[config.mk]
export PLATFORM = sky130hd
export DESIGN_NAME = generation_tagged_slot_pool
export DESIGN_NICKNAME = d
export VERILOG_FILES = /design/src/gtsp_pkg.sv /design/src/gtsp_ram.sv /design/src/gtsp_slot_state.sv /design/src/generation_tagged_slot_pool.sv
export VERILOG_INCLUDE_DIRS = /design/src /design/src/src
export SDC_FILE = /design/constraint.sdc
export NUM_CORES = 1
export LEC_CHECK = 0
export BUFFER_PORTS_ARGS = -buffer_cell sky130_fd_sc_hd__clkbuf_2
export CAP_MARGIN = 15
export CELL_PAD_IN_SITES_DETAIL_PLACEMENT = 1
export CELL_PAD_IN_SITES_GLOBAL_PLACEMENT = 2
export CORE_MARGIN = 3
export CORE_UTILIZATION = 42
export CTS_BUF_LIST = sky130_fd_sc_hd__clkbuf_16
export DETAILED_ROUTE_END_ITERATION = 7
export GPL_TIMING_DRIVEN = 1
export PLACE_DENSITY = 0.86
export SLEW_MARGIN = 20
export SYNTH_ARGS = -nofsm -noshare
export SYNTH_HDL_FRONTEND = slang
export SYNTH_HIERARCHICAL = 1
export SYNTH_SLANG_ARGS = --single-unit
[constraint.sdc]
create_clock -name clk -period 5.8 [get_ports clk]
set_clock_uncertainty 0.2 [all_clocks]
set_input_delay 0.29 -clock clk [delete_from_list [all_inputs] [get_ports clk]]
set_output_delay 0.29 -clock clk [all_outputs]
set_load 0.005 [all_outputs]
[src/generation_tagged_slot_pool_assert.svh]
// assertion macros shared by the slot pool rtl
`ifndef GENERATION_TAGGED_SLOT_POOL_ASSERT_SVH
`define GENERATION_TAGGED_SLOT_POOL_ASSERT_SVH

// same-cycle implication, checked outside reset
`define GTSP_ASSERT_IMP(name, clk, rst_n, ante, cons) \
  name: assert property (@(posedge clk) disable iff (!rst_n) (ante) |-> (cons)) \
    else $error("gtsp assertion failed");

// next-cycle implication, checked outside reset
`define GTSP_ASSERT_NXT(name, clk, rst_n, ante, cons) \
  name: assert property (@(posedge clk) disable iff (!rst_n) (ante) |=> (cons)) \
    else $error("gtsp assertion failed");

`endif

[src/gtsp_pkg.sv]
// types, codes and sizes shared by the slot pool modules
`default_nettype none

package gtsp_pkg;

  localparam int SLOTS  = 16;
  localparam int SLOT_W = (SLOTS > 1) ? $clog2(SLOTS) : 1;
  localparam int CNT_W  = $clog2(SLOTS + 1);
  localparam int GEN_W  = 32;

  localparam logic [SLOT_W-1:0] LAST_SLOT       = SLOT_W'(SLOTS - 1);
  localparam logic [8:0]        SLOTS_LIM       = 9'(SLOTS);
  localparam logic [15:0]       MAX_PAYLOAD_RST = 16'd4096;

  // command codes
  localparam logic [2:0] CMD_PREP_NAMED = 3'd0;
  localparam logic [2:0] CMD_PREP_NEXT  = 3'd1;
  localparam logic [2:0] CMD_CANCEL     = 3'd2;
  localparam logic [2:0] CMD_MARK       = 3'd3;
  localparam logic [2:0] CMD_COMPLETE   = 3'd4;

  typedef enum logic [2:0] {
    ST_OK     = 3'd0,
    ST_RANGE  = 3'd1,
    ST_SIZE   = 3'd2,
    ST_BUSY   = 3'd3,
    ST_STALE  = 3'd4,
    ST_NOFREE = 3'd5
  } status_t;

  typedef enum logic [1:0] {
    PH_FREE     = 2'd0,
    PH_READY    = 2'd1,
    PH_INFLIGHT = 2'd2
  } phase_t;

  typedef struct packed {
    logic [2:0]  cmd;
    logic [7:0]  slot_index;
    logic [15:0] payload_length;
    logic [31:0] generation_tag;
  } in_t;

  typedef struct packed {
    logic [2:0]  status;
    logic [7:0]  chosen_slot;
    logic [31:0] new_generation;
    logic [8:0]  free_count;
    logic [8:0]  ready_count;
    logic [8:0]  inflight_count;
  } out_t;

  // phase update request toward the slot state
  typedef struct packed {
    logic   we;
    phase_t ph;
    logic   gen_set;
  } upd_t;

  typedef struct packed {
    logic [CNT_W-1:0] free_cnt;
    logic [CNT_W-1:0] ready_cnt;
    logic [CNT_W-1:0] infl_cnt;
  } counts_t;

endpackage

`default_nettype wire

[src/gtsp_ram.sv]
// generic single-port-write ram with registered read
`default_nettype none

module gtsp_ram #(
  parameter int WIDTH = 32,
  parameter int DEPTH = 16
) (
  input  wire logic                             clk,
  input  wire logic                             we,
  input  wire logic [$clog2(DEPTH)-1:0]         waddr,
  input  wire logic [WIDTH-1:0]                 wdata,
  input  wire logic                             re,
  input  wire logic [$clog2(DEPTH)-1:0]         raddr,
  output      logic [WIDTH-1:0]                 rdata
);

  logic [WIDTH-1:0] mem_r [DEPTH];
  logic [WIDTH-1:0] rdata_r;

  always_ff @(posedge clk) begin
    if (we) begin
      mem_r[waddr] <= wdata;
    end
    if (re) begin
      rdata_r <= mem_r[raddr];
    end
  end

  assign rdata = rdata_r;

endmodule

`default_nettype wire

[src/gtsp_slot_state.sv]
// per-slot phase flops, generation valid bits and phase counters
`default_nettype none
`include "generation_tagged_slot_pool_assert.svh"

module gtsp_slot_state (
  input  wire logic                          clk,
  input  wire logic                          rst_n,
  input  wire logic [gtsp_pkg::SLOT_W-1:0]   addr,
  input  wire gtsp_pkg::upd_t                upd,
  output      gtsp_pkg::phase_t              rd_phase,
  output      logic                          rd_gen_valid,
  output      gtsp_pkg::counts_t             cnt
);

  import gtsp_pkg::*;

  phase_t            phase_r [SLOTS];
  logic [SLOTS-1:0]  valid_r;
  logic [CNT_W-1:0]  free_r, free_nxt;
  logic [CNT_W-1:0]  ready_r, ready_nxt;
  logic [CNT_W-1:0]  infl_r, infl_nxt;
  logic [9:0]        cnt_sum;
  logic              take_move;

  assign rd_phase     = phase_r[addr];
  assign rd_gen_valid = valid_r[addr];

  // the old phase loses one slot, the new phase gains one
  always_comb begin
    free_nxt  = free_r;
    ready_nxt = ready_r;
    infl_nxt  = infl_r;
    if (upd.we) begin
      case (rd_phase)
        PH_FREE:     free_nxt  = free_r - CNT_W'(1);
        PH_READY:    ready_nxt = ready_r - CNT_W'(1);
        PH_INFLIGHT: infl_nxt  = infl_r - CNT_W'(1);
        default:     free_nxt  = free_r;
      endcase
      case (upd.ph)
        PH_FREE:     free_nxt  = free_r + CNT_W'(1);
        PH_READY:    ready_nxt = ready_r + CNT_W'(1);
        PH_INFLIGHT: infl_nxt  = infl_r + CNT_W'(1);
        default:     free_nxt  = free_r;
      endcase
    end
  end

  always_ff @(posedge clk) begin
    if (!rst_n) begin
      for (int i = 0; i < SLOTS; i++) begin
        phase_r[i] <= PH_FREE;
      end
      valid_r <= '0;
      free_r  <= CNT_W'(SLOTS);
      ready_r <= '0;
      infl_r  <= '0;
    end else begin
      if (upd.we) begin
        phase_r[addr] <= upd.ph;
        if (upd.gen_set) begin
          valid_r[addr] <= 1'b1;
        end
      end
      free_r  <= free_nxt;
      ready_r <= ready_nxt;
      infl_r  <= infl_nxt;
    end
  end

  assign cnt.free_cnt  = free_r;
  assign cnt.ready_cnt = ready_r;
  assign cnt.infl_cnt  = infl_r;

  assign cnt_sum   = 10'(free_r) + 10'(ready_r) + 10'(infl_r);
  assign take_move = upd.we && rd_phase == PH_FREE && upd.ph == PH_READY;

  `GTSP_ASSERT_IMP(a_cnt_sum, clk, rst_n, 1'b1, cnt_sum == 10'(SLOTS))
  `GTSP_ASSERT_IMP(a_real_move, clk, rst_n, upd.we, upd.ph != rd_phase)
  `GTSP_ASSERT_IMP(a_gen_set_on_take, clk, rst_n, upd.gen_set, take_move)

endmodule

`default_nettype wire

[src/generation_tagged_slot_pool.sv]
// Slot pool of SLOTS buffer slots, each free, ready or in flight with a 32-bit generation
// tag kept in a small ram. One command is handled at a time: in_ready is high only while
// the sequencer is idle, and the result sits in an output register so the next command is
// taken while a result still waits. A command rejected on range or size passes accept and
// result load only; a named command or a successful search passes accept, generation ram read,
// execute and result load, and a prepare-next first scans slots from the cursor, up to SLOTS,
// because phases are examined one slot a cycle through a single read port. Generation tags
// never written read as zero through per-slot valid bits, so no clearing pass is needed after
// reset. max_payload may only be written while idle.
`default_nettype none
`include "generation_tagged_slot_pool_assert.svh"

module generation_tagged_slot_pool (
  input  wire logic            clk,
  input  wire logic            rst_n,
  input  wire logic            in_valid,
  output      logic            in_ready,
  input  wire gtsp_pkg::in_t   in_data,
  output      logic            out_valid,
  input  wire logic            out_ready,
  output      gtsp_pkg::out_t  out_data,
  input  wire logic            cfg_we,
  input  wire logic [15:0]     cfg_wdata
);

  import gtsp_pkg::*;

  typedef enum logic [4:0] {
    S_IDLE = 5'b00001,
    S_SCAN = 5'b00010,
    S_READ = 5'b00100,
    S_EXEC = 5'b01000,
    S_RESP = 5'b10000
  } state_t;

  state_t              state_r, state_nxt;
  logic [2:0]          cmd_r, cmd_nxt;
  logic [31:0]         tag_r, tag_nxt;
  logic [SLOT_W-1:0]   slot_r, slot_nxt;
  logic [SLOT_W-1:0]   scan_cnt_r, scan_cnt_nxt;
  logic [SLOT_W-1:0]   cursor_r, cursor_nxt;
  status_t             status_r, status_nxt;
  logic [7:0]          chosen_r, chosen_nxt;
  logic [31:0]         newgen_r, newgen_nxt;
  logic                out_valid_r, out_valid_nxt;
  out_t                out_r, out_nxt;
  logic [15:0]         max_payload_r;

  logic                in_fire;
  logic                size_ok;
  logic                idx_ok;
  logic [SLOT_W-1:0]   slot_inc;
  logic                ram_re, ram_we;
  logic [GEN_W-1:0]    ram_q, ram_wdata;
  logic [GEN_W-1:0]    gen_cur, gen_inc, gen_bump;
  phase_t              rd_phase, need_phase;
  logic                rd_gen_valid;
  upd_t                upd;
  counts_t             cnt;

  assign in_ready  = (state_r == S_IDLE);
  assign in_fire   = in_valid && in_ready;
  assign out_valid = out_valid_r;
  assign out_data  = out_r;

  assign size_ok  = (in_data.payload_length != 16'd0) &&
                    (in_data.payload_length <= max_payload_r);
  assign idx_ok   = ({1'b0, in_data.slot_index} < SLOTS_LIM);
  assign slot_inc = (slot_r == LAST_SLOT) ? '0 : slot_r + SLOT_W'(1);

  // shared generation unit: bump skipping zero, compare against the tag
  assign gen_cur    = rd_gen_valid ? ram_q : '0;
  assign gen_inc    = gen_cur + GEN_W'(1);
  assign gen_bump   = (gen_inc == '0) ? GEN_W'(1) : gen_inc;
  assign need_phase = (cmd_r == CMD_COMPLETE) ? PH_INFLIGHT : PH_READY;
  assign ram_wdata  = gen_bump;

  gtsp_ram #(
    .WIDTH(GEN_W),
    .DEPTH(SLOTS)
  ) u_gen_ram (
    .clk   (clk),
    .we    (ram_we),
    .waddr (slot_r),
    .wdata (ram_wdata),
    .re    (ram_re),
    .raddr (slot_r),
    .rdata (ram_q)
  );

  gtsp_slot_state u_slot_state (
    .clk          (clk),
    .rst_n        (rst_n),
    .addr         (slot_r),
    .upd          (upd),
    .rd_phase     (rd_phase),
    .rd_gen_valid (rd_gen_valid),
    .cnt          (cnt)
  );

  always_comb begin
    state_nxt     = state_r;
    cmd_nxt       = cmd_r;
    tag_nxt       = tag_r;
    slot_nxt      = slot_r;
    scan_cnt_nxt  = scan_cnt_r;
    cursor_nxt    = cursor_r;
    status_nxt    = status_r;
    chosen_nxt    = chosen_r;
    newgen_nxt    = newgen_r;
    out_nxt       = out_r;
    out_valid_nxt = out_valid_r && !out_ready;
    ram_re        = 1'b0;
    ram_we        = 1'b0;
    upd           = '{we: 1'b0, ph: PH_FREE, gen_set: 1'b0};

    case (state_r)
      S_IDLE: begin
        if (in_fire) begin
          cmd_nxt      = in_data.cmd;
          tag_nxt      = in_data.generation_tag;
          slot_nxt     = in_data.slot_index[SLOT_W-1:0];
          scan_cnt_nxt = '0;
          status_nxt   = ST_OK;
          newgen_nxt   = '0;
          chosen_nxt   = in_data.slot_index;
          case (in_data.cmd)
            CMD_PREP_NAMED: begin
              if (!idx_ok) begin
                status_nxt = ST_RANGE;
                state_nxt  = S_RESP;
              end else if (!size_ok) begin
                status_nxt = ST_SIZE;
                state_nxt  = S_RESP;
              end else begin
                state_nxt = S_READ;
              end
            end
            CMD_PREP_NEXT: begin
              chosen_nxt = '0;
              slot_nxt   = cursor_r;
              if (!size_ok) begin
                status_nxt = ST_SIZE;
                state_nxt  = S_RESP;
              end else begin
                state_nxt = S_SCAN;
              end
            end
            CMD_CANCEL, CMD_MARK, CMD_COMPLETE: begin
              if (!idx_ok) begin
                status_nxt = ST_RANGE;
                state_nxt  = S_RESP;
              end else begin
                state_nxt = S_READ;
              end
            end
            default: begin
              status_nxt = ST_RANGE;
              state_nxt  = S_RESP;
            end
          endcase
        end
      end

      // one candidate a beat, round robin from the cursor
      S_SCAN: begin
        if (rd_phase == PH_FREE) begin
          state_nxt = S_READ;
        end else if (scan_cnt_r == LAST_SLOT) begin
          status_nxt = ST_NOFREE;
          state_nxt  = S_RESP;
        end else begin
          slot_nxt     = slot_inc;
          scan_cnt_nxt = scan_cnt_r + SLOT_W'(1);
        end
      end

      S_READ: begin
        ram_re    = 1'b1;
        state_nxt = S_EXEC;
      end

      S_EXEC: begin
        state_nxt = S_RESP;
        if (cmd_r == CMD_PREP_NAMED || cmd_r == CMD_PREP_NEXT) begin
          if (rd_phase != PH_FREE) begin
            status_nxt = ST_BUSY;
          end else begin
            ram_we     = 1'b1;
            upd        = '{we: 1'b1, ph: PH_READY, gen_set: 1'b1};
            newgen_nxt = gen_bump;
            if (cmd_r == CMD_PREP_NEXT) begin
              chosen_nxt = 8'(slot_r);
              cursor_nxt = slot_inc;
            end
          end
        end else begin
          if (rd_phase != need_phase || gen_cur != tag_r) begin
            status_nxt = ST_STALE;
          end else begin
            upd.we = 1'b1;
            upd.ph = (cmd_r == CMD_MARK) ? PH_INFLIGHT : PH_FREE;
          end
        end
      end

      S_RESP: begin
        if (!out_valid_r || out_ready) begin
          out_nxt.status         = status_r;
          out_nxt.chosen_slot    = chosen_r;
          out_nxt.new_generation = newgen_r;
          out_nxt.free_count     = 9'(cnt.free_cnt);
          out_nxt.ready_count    = 9'(cnt.ready_cnt);
          out_nxt.inflight_count = 9'(cnt.infl_cnt);
          out_valid_nxt          = 1'b1;
          state_nxt              = S_IDLE;
        end
      end

      default: begin
        state_nxt = S_IDLE;
      end
    endcase
  end

  always_ff @(posedge clk) begin
    if (!rst_n) begin
      state_r       <= S_IDLE;
      cursor_r      <= '0;
      out_valid_r   <= 1'b0;
      max_payload_r <= MAX_PAYLOAD_RST;
    end else begin
      state_r     <= state_nxt;
      cursor_r    <= cursor_nxt;
      out_valid_r <= out_valid_nxt;
      if (cfg_we) begin
        max_payload_r <= cfg_wdata;
      end
    end
  end

  always_ff @(posedge clk) begin
    cmd_r      <= cmd_nxt;
    tag_r      <= tag_nxt;
    slot_r     <= slot_nxt;
    scan_cnt_r <= scan_cnt_nxt;
    status_r   <= status_nxt;
    chosen_r   <= chosen_nxt;
    newgen_r   <= newgen_nxt;
    out_r      <= out_nxt;
  end

  `GTSP_ASSERT_NXT(a_busy_after_accept, clk, rst_n, in_fire, !in_ready)
  `GTSP_ASSERT_IMP(a_gen_nonzero, clk, rst_n, ram_we, ram_wdata != '0)
  `GTSP_ASSERT_NXT(a_exec_then_resp, clk, rst_n, state_r == S_EXEC, state_r == S_RESP)

endmodule

`default_nettype wire
==> out/results.tsv <==
stage	metric	value	unit
global_route	grt_pass1_vias	20089	
layout	nets	2272	
clocking	cts_tree	built	
setup_path	critPathMaxFanout	7	
synthesis	synth-async-reset-ratio	0	%
layout	nFillCells	7081	
detailed_routing	drc	0	
setup_path	path_class	flip-flop to flip-flop	
clocking	numCtsBuffers	79	
clocking	clk_latency	630	ps
worst_hold_path	hold_path.class	input pin to flip-flop	
timing	final_hold_viol_count	0	
detailed_routing	num_vias	19073	
setup_path	cp.arrival	5890	ps
clocking	clock_path_buffers	3	
synthesis	synth_top_flop_cell	edfxtp_1	
floorplanning	die_area	0.07920	mm2
placement	dp_hpwl	56410	um
detailed_routing	wl	90780	um
timing	slew_violations	0	
global_route	grt_pass1_wl	133700	um
layout	final_layout_size_suffix_gt1_share	24.16	%
clocking	htree_levels	3	
timing	hold_ws	49.60	ps
setup_path	critPathCaptureType	flip-flop	
floorplanning	rows	100	
layout	final_util	50.12	%
synthesis	synth_common_cells	edfxtp_1 (720), nor2_1 (139), mux4_2 (135)	
placement	pre_cts_ws	-74.19	ps
power_and_ir_drop	cellPowerDensity	320.0	mW/mm2
synthesis	avgSynthCellArea	16.86	um2
detailed_routing	via_per_inst	5.975	
detailed_routing	initialDrtViolationCount	2130	
timing	slew_headroom	24.37	%
floorplanning	start_util	42.58	%
synthesis	yosys_warnings	6	
detailed_routing	ant_nets	0	
synthesis	syn_inst	1890	
synthesis	synth-seq-cells	777	
global_route	grt_start_max_net_pins	63	
setup_path	crit_required	6120	ps
global_route	overflow	0	
clocking	numClockSinks	777	
flow_run	maxCapViolCount	0	
synthesis	synth_top_area_share	67.86	%
power_and_ir_drop	vdd_drop_max	0.2365	mV
clocking	clkSlewWorstSetupHoldPaths	60	ps
layout	antenna_cells	0	
timing	tightestPinTransition	1134	ps
global_route	antenna_found_initial	5	
synthesis	synth_area_leaders	edfxtp_1 (68%), mux4_2 (9.5%), dfxtp_1 (3.6%)	
timing	finalCriticalPeriod	5571	ps
clocking	cts_root_buf	clkbuf_16	
status	status	completed	
layout	syn_to_final_growth	17.69	%
floorplanning	io_pins	152	
detailed_routing	wire_per_inst	28.44	um
setup_path	cp-start-kind	flip-flop	
timing	finalWorstSetupSlack	229.3	ps
power_and_ir_drop	p_leak	0.01197	uW
synthesis	ys_seq_area_share	71.44	%
placement	place_congestion	0.8874	
detailed_routing	first_pass_iters	5	
synthesis	yosysMostFrequentCell	edfxtp_1	
synthesis	synth_top_area_cell	edfxtp_1	
placement	io_buffers	139	
synthesis	synth_enable_flop_cells	720	
synthesis	netlist_area	0.03186	mm2
floorplanning	die_h	281.4	um
timing	setup_viol	0	
timing	timing.final.crit_share	96.05	%
global_route	grt_util_all_layers	22.85	%
timing	max_freq	0.1795	GHz
floorplanning	chipWidth	281.4	um
floorplanning	core	0.07482	mm2
synthesis	ys_types	78	
-- routing by layer --
metal	vias up	global-route usage, %	part of all wire [%]	wire length, um
li1	7949	-	-	-
met1	9934	30.67	39	35680
met2	976	37.83	49	44260
met3	210	4.140	8.4	7601
met4	4	7.876	3.5	3204
met5	-	0	0.033	30
-- flip-flops by register name, indices dropped and copies added (netlist names), 8 cells and up --
name and flops:
u_gen_ram/mem_r 512, out_data 58, newgen_r 32, tag_r 32, u_gen_ram/rdata 32, u_slot_state/phase_r 32, max_payload_r 16, u_slot_state/valid_r 16
chosen_r 8
-- final cells by class --
class / count / area, um2 / area share, %
Multi-Input combinational cell: 976 / 8680 / 23.15
Clock inverter: 67 / 663.1 / 1.768
Sequential cell: 777 / 22760 / 60.70
Timing Repair Buffer: 276 / 2024 / 5.399
Clock buffer: 79 / 1977 / 5.272
Inverter: 48 / 181.4 / 0.4838
Tap cell: 969 / 1212 / 3.233
-- worst max-delay path, cell delays in order (launching register included) --
cell and delay, ps:
edfxtp_1 480, mux4_1 600, mux4_2 590, and2_2 270
a2111oi_4 380, nand4_1 170, nor4_2 290, nand4_1 180
nor3_2 200, buf_4 180, clkinv_2 80, ha_1 250
inv_2 120, ha_1 270, a21o_1 190, a21o_1 190
or4_1 490, o211ai_2 90, xor2_1 80, and2_1 150
-- through the flow --
step           total power [uW]  instances  instance area [um2]  setup TNS [ps]
2_1_floorplan              6636       1901                31920               0
3_3_place_gp               6825       2981                34160               0
3_5_place_dp               6848       2981                34170          -74.19
4_1_cts                   12080       3188                37420               0
5_1_grt                   12360       3192                37500          -22.71
6_report                  12000       3192                37500               0
-- cells by family after synthesis --
kind of cell	synth area share (%)
AOI/OAI and AO/OA	4.756
xor gates and xnor gates	1.453
adders and majority gates	1.406
buffers and inverters	2.113
DFF	71.44
muxes	11.03
other	0.01177
and+or+nand+nor	7.787
-- power by group --
| part | leakage [uW] | internal (uW) | switching, uW |
|---|---|---|---|
| Sequential | 0.00634 | 6130 | 45.8 |
| Clock | 0.00135 | 3000 | 2220 |
| Combinational | 0.00429 | 238 | 355 |
| Total | 0.0120 | 9370 | 2630 |
-- timing repair --
| action | 4_1_cts | 5_1_grt |
|---|---|---|
| hold buffers | 60 | 0 |
| endpoints found under the setup margin | 2 | 3 |
| endpoints found under the hold margin | 64 | 0 |
| pin swaps | 0 | 1 |
| gates resized for setup | 1 | 5 |
| setup buffers | 1 | 4 |
-- cell usage in the layout (no fill, tap or decap), types with 13 or more instances in the layout --
cell and count:
ha_1 31, o21a_1 14, and3_1 13, nand2b_1 19, inv_1 58, buf_4 65, nand4_1 23, dlygate4sd3_1 60
clkbuf_2 139, a21o_1 14, clkinv_1 14, nand2_1 131, nor3_1 21, o21ai_0 21, dfxtp_1 57, a21oi_1 29
mux4_2 135, a22oi_1 66, nor2_1 122, clkbuf_16 79, clkinv_2 16, nor2_4 13, a31oi_1 13, mux2i_1 27
xnor2_1 29, xor2_1 19, edfxtp_1 720, nor2b_1 17, nand3_1 38, and2_1 24
-- final timing paths --
kind	startpoint	to	slack [ps]	cells past startpoint
setup / recovery	slot_r[0]$_DFFE_PP_	u_slot_state/ready_r[4]$_SDFFE_PN0P_	230	19
hold / removal	rst_n	state_r[0]$_SDFFE_PN1P_	50	3
setup reg to reg	slot_r[0]$_DFFE_PP_	u_slot_state/ready_r[4]$_SDFFE_PN0P_	230	19
hold reg to reg	chosen_r[3]$_DFFE_PP_	out_data[62]$_DFFE_PP_	220	0
Power figures use the tool's default switching activity.
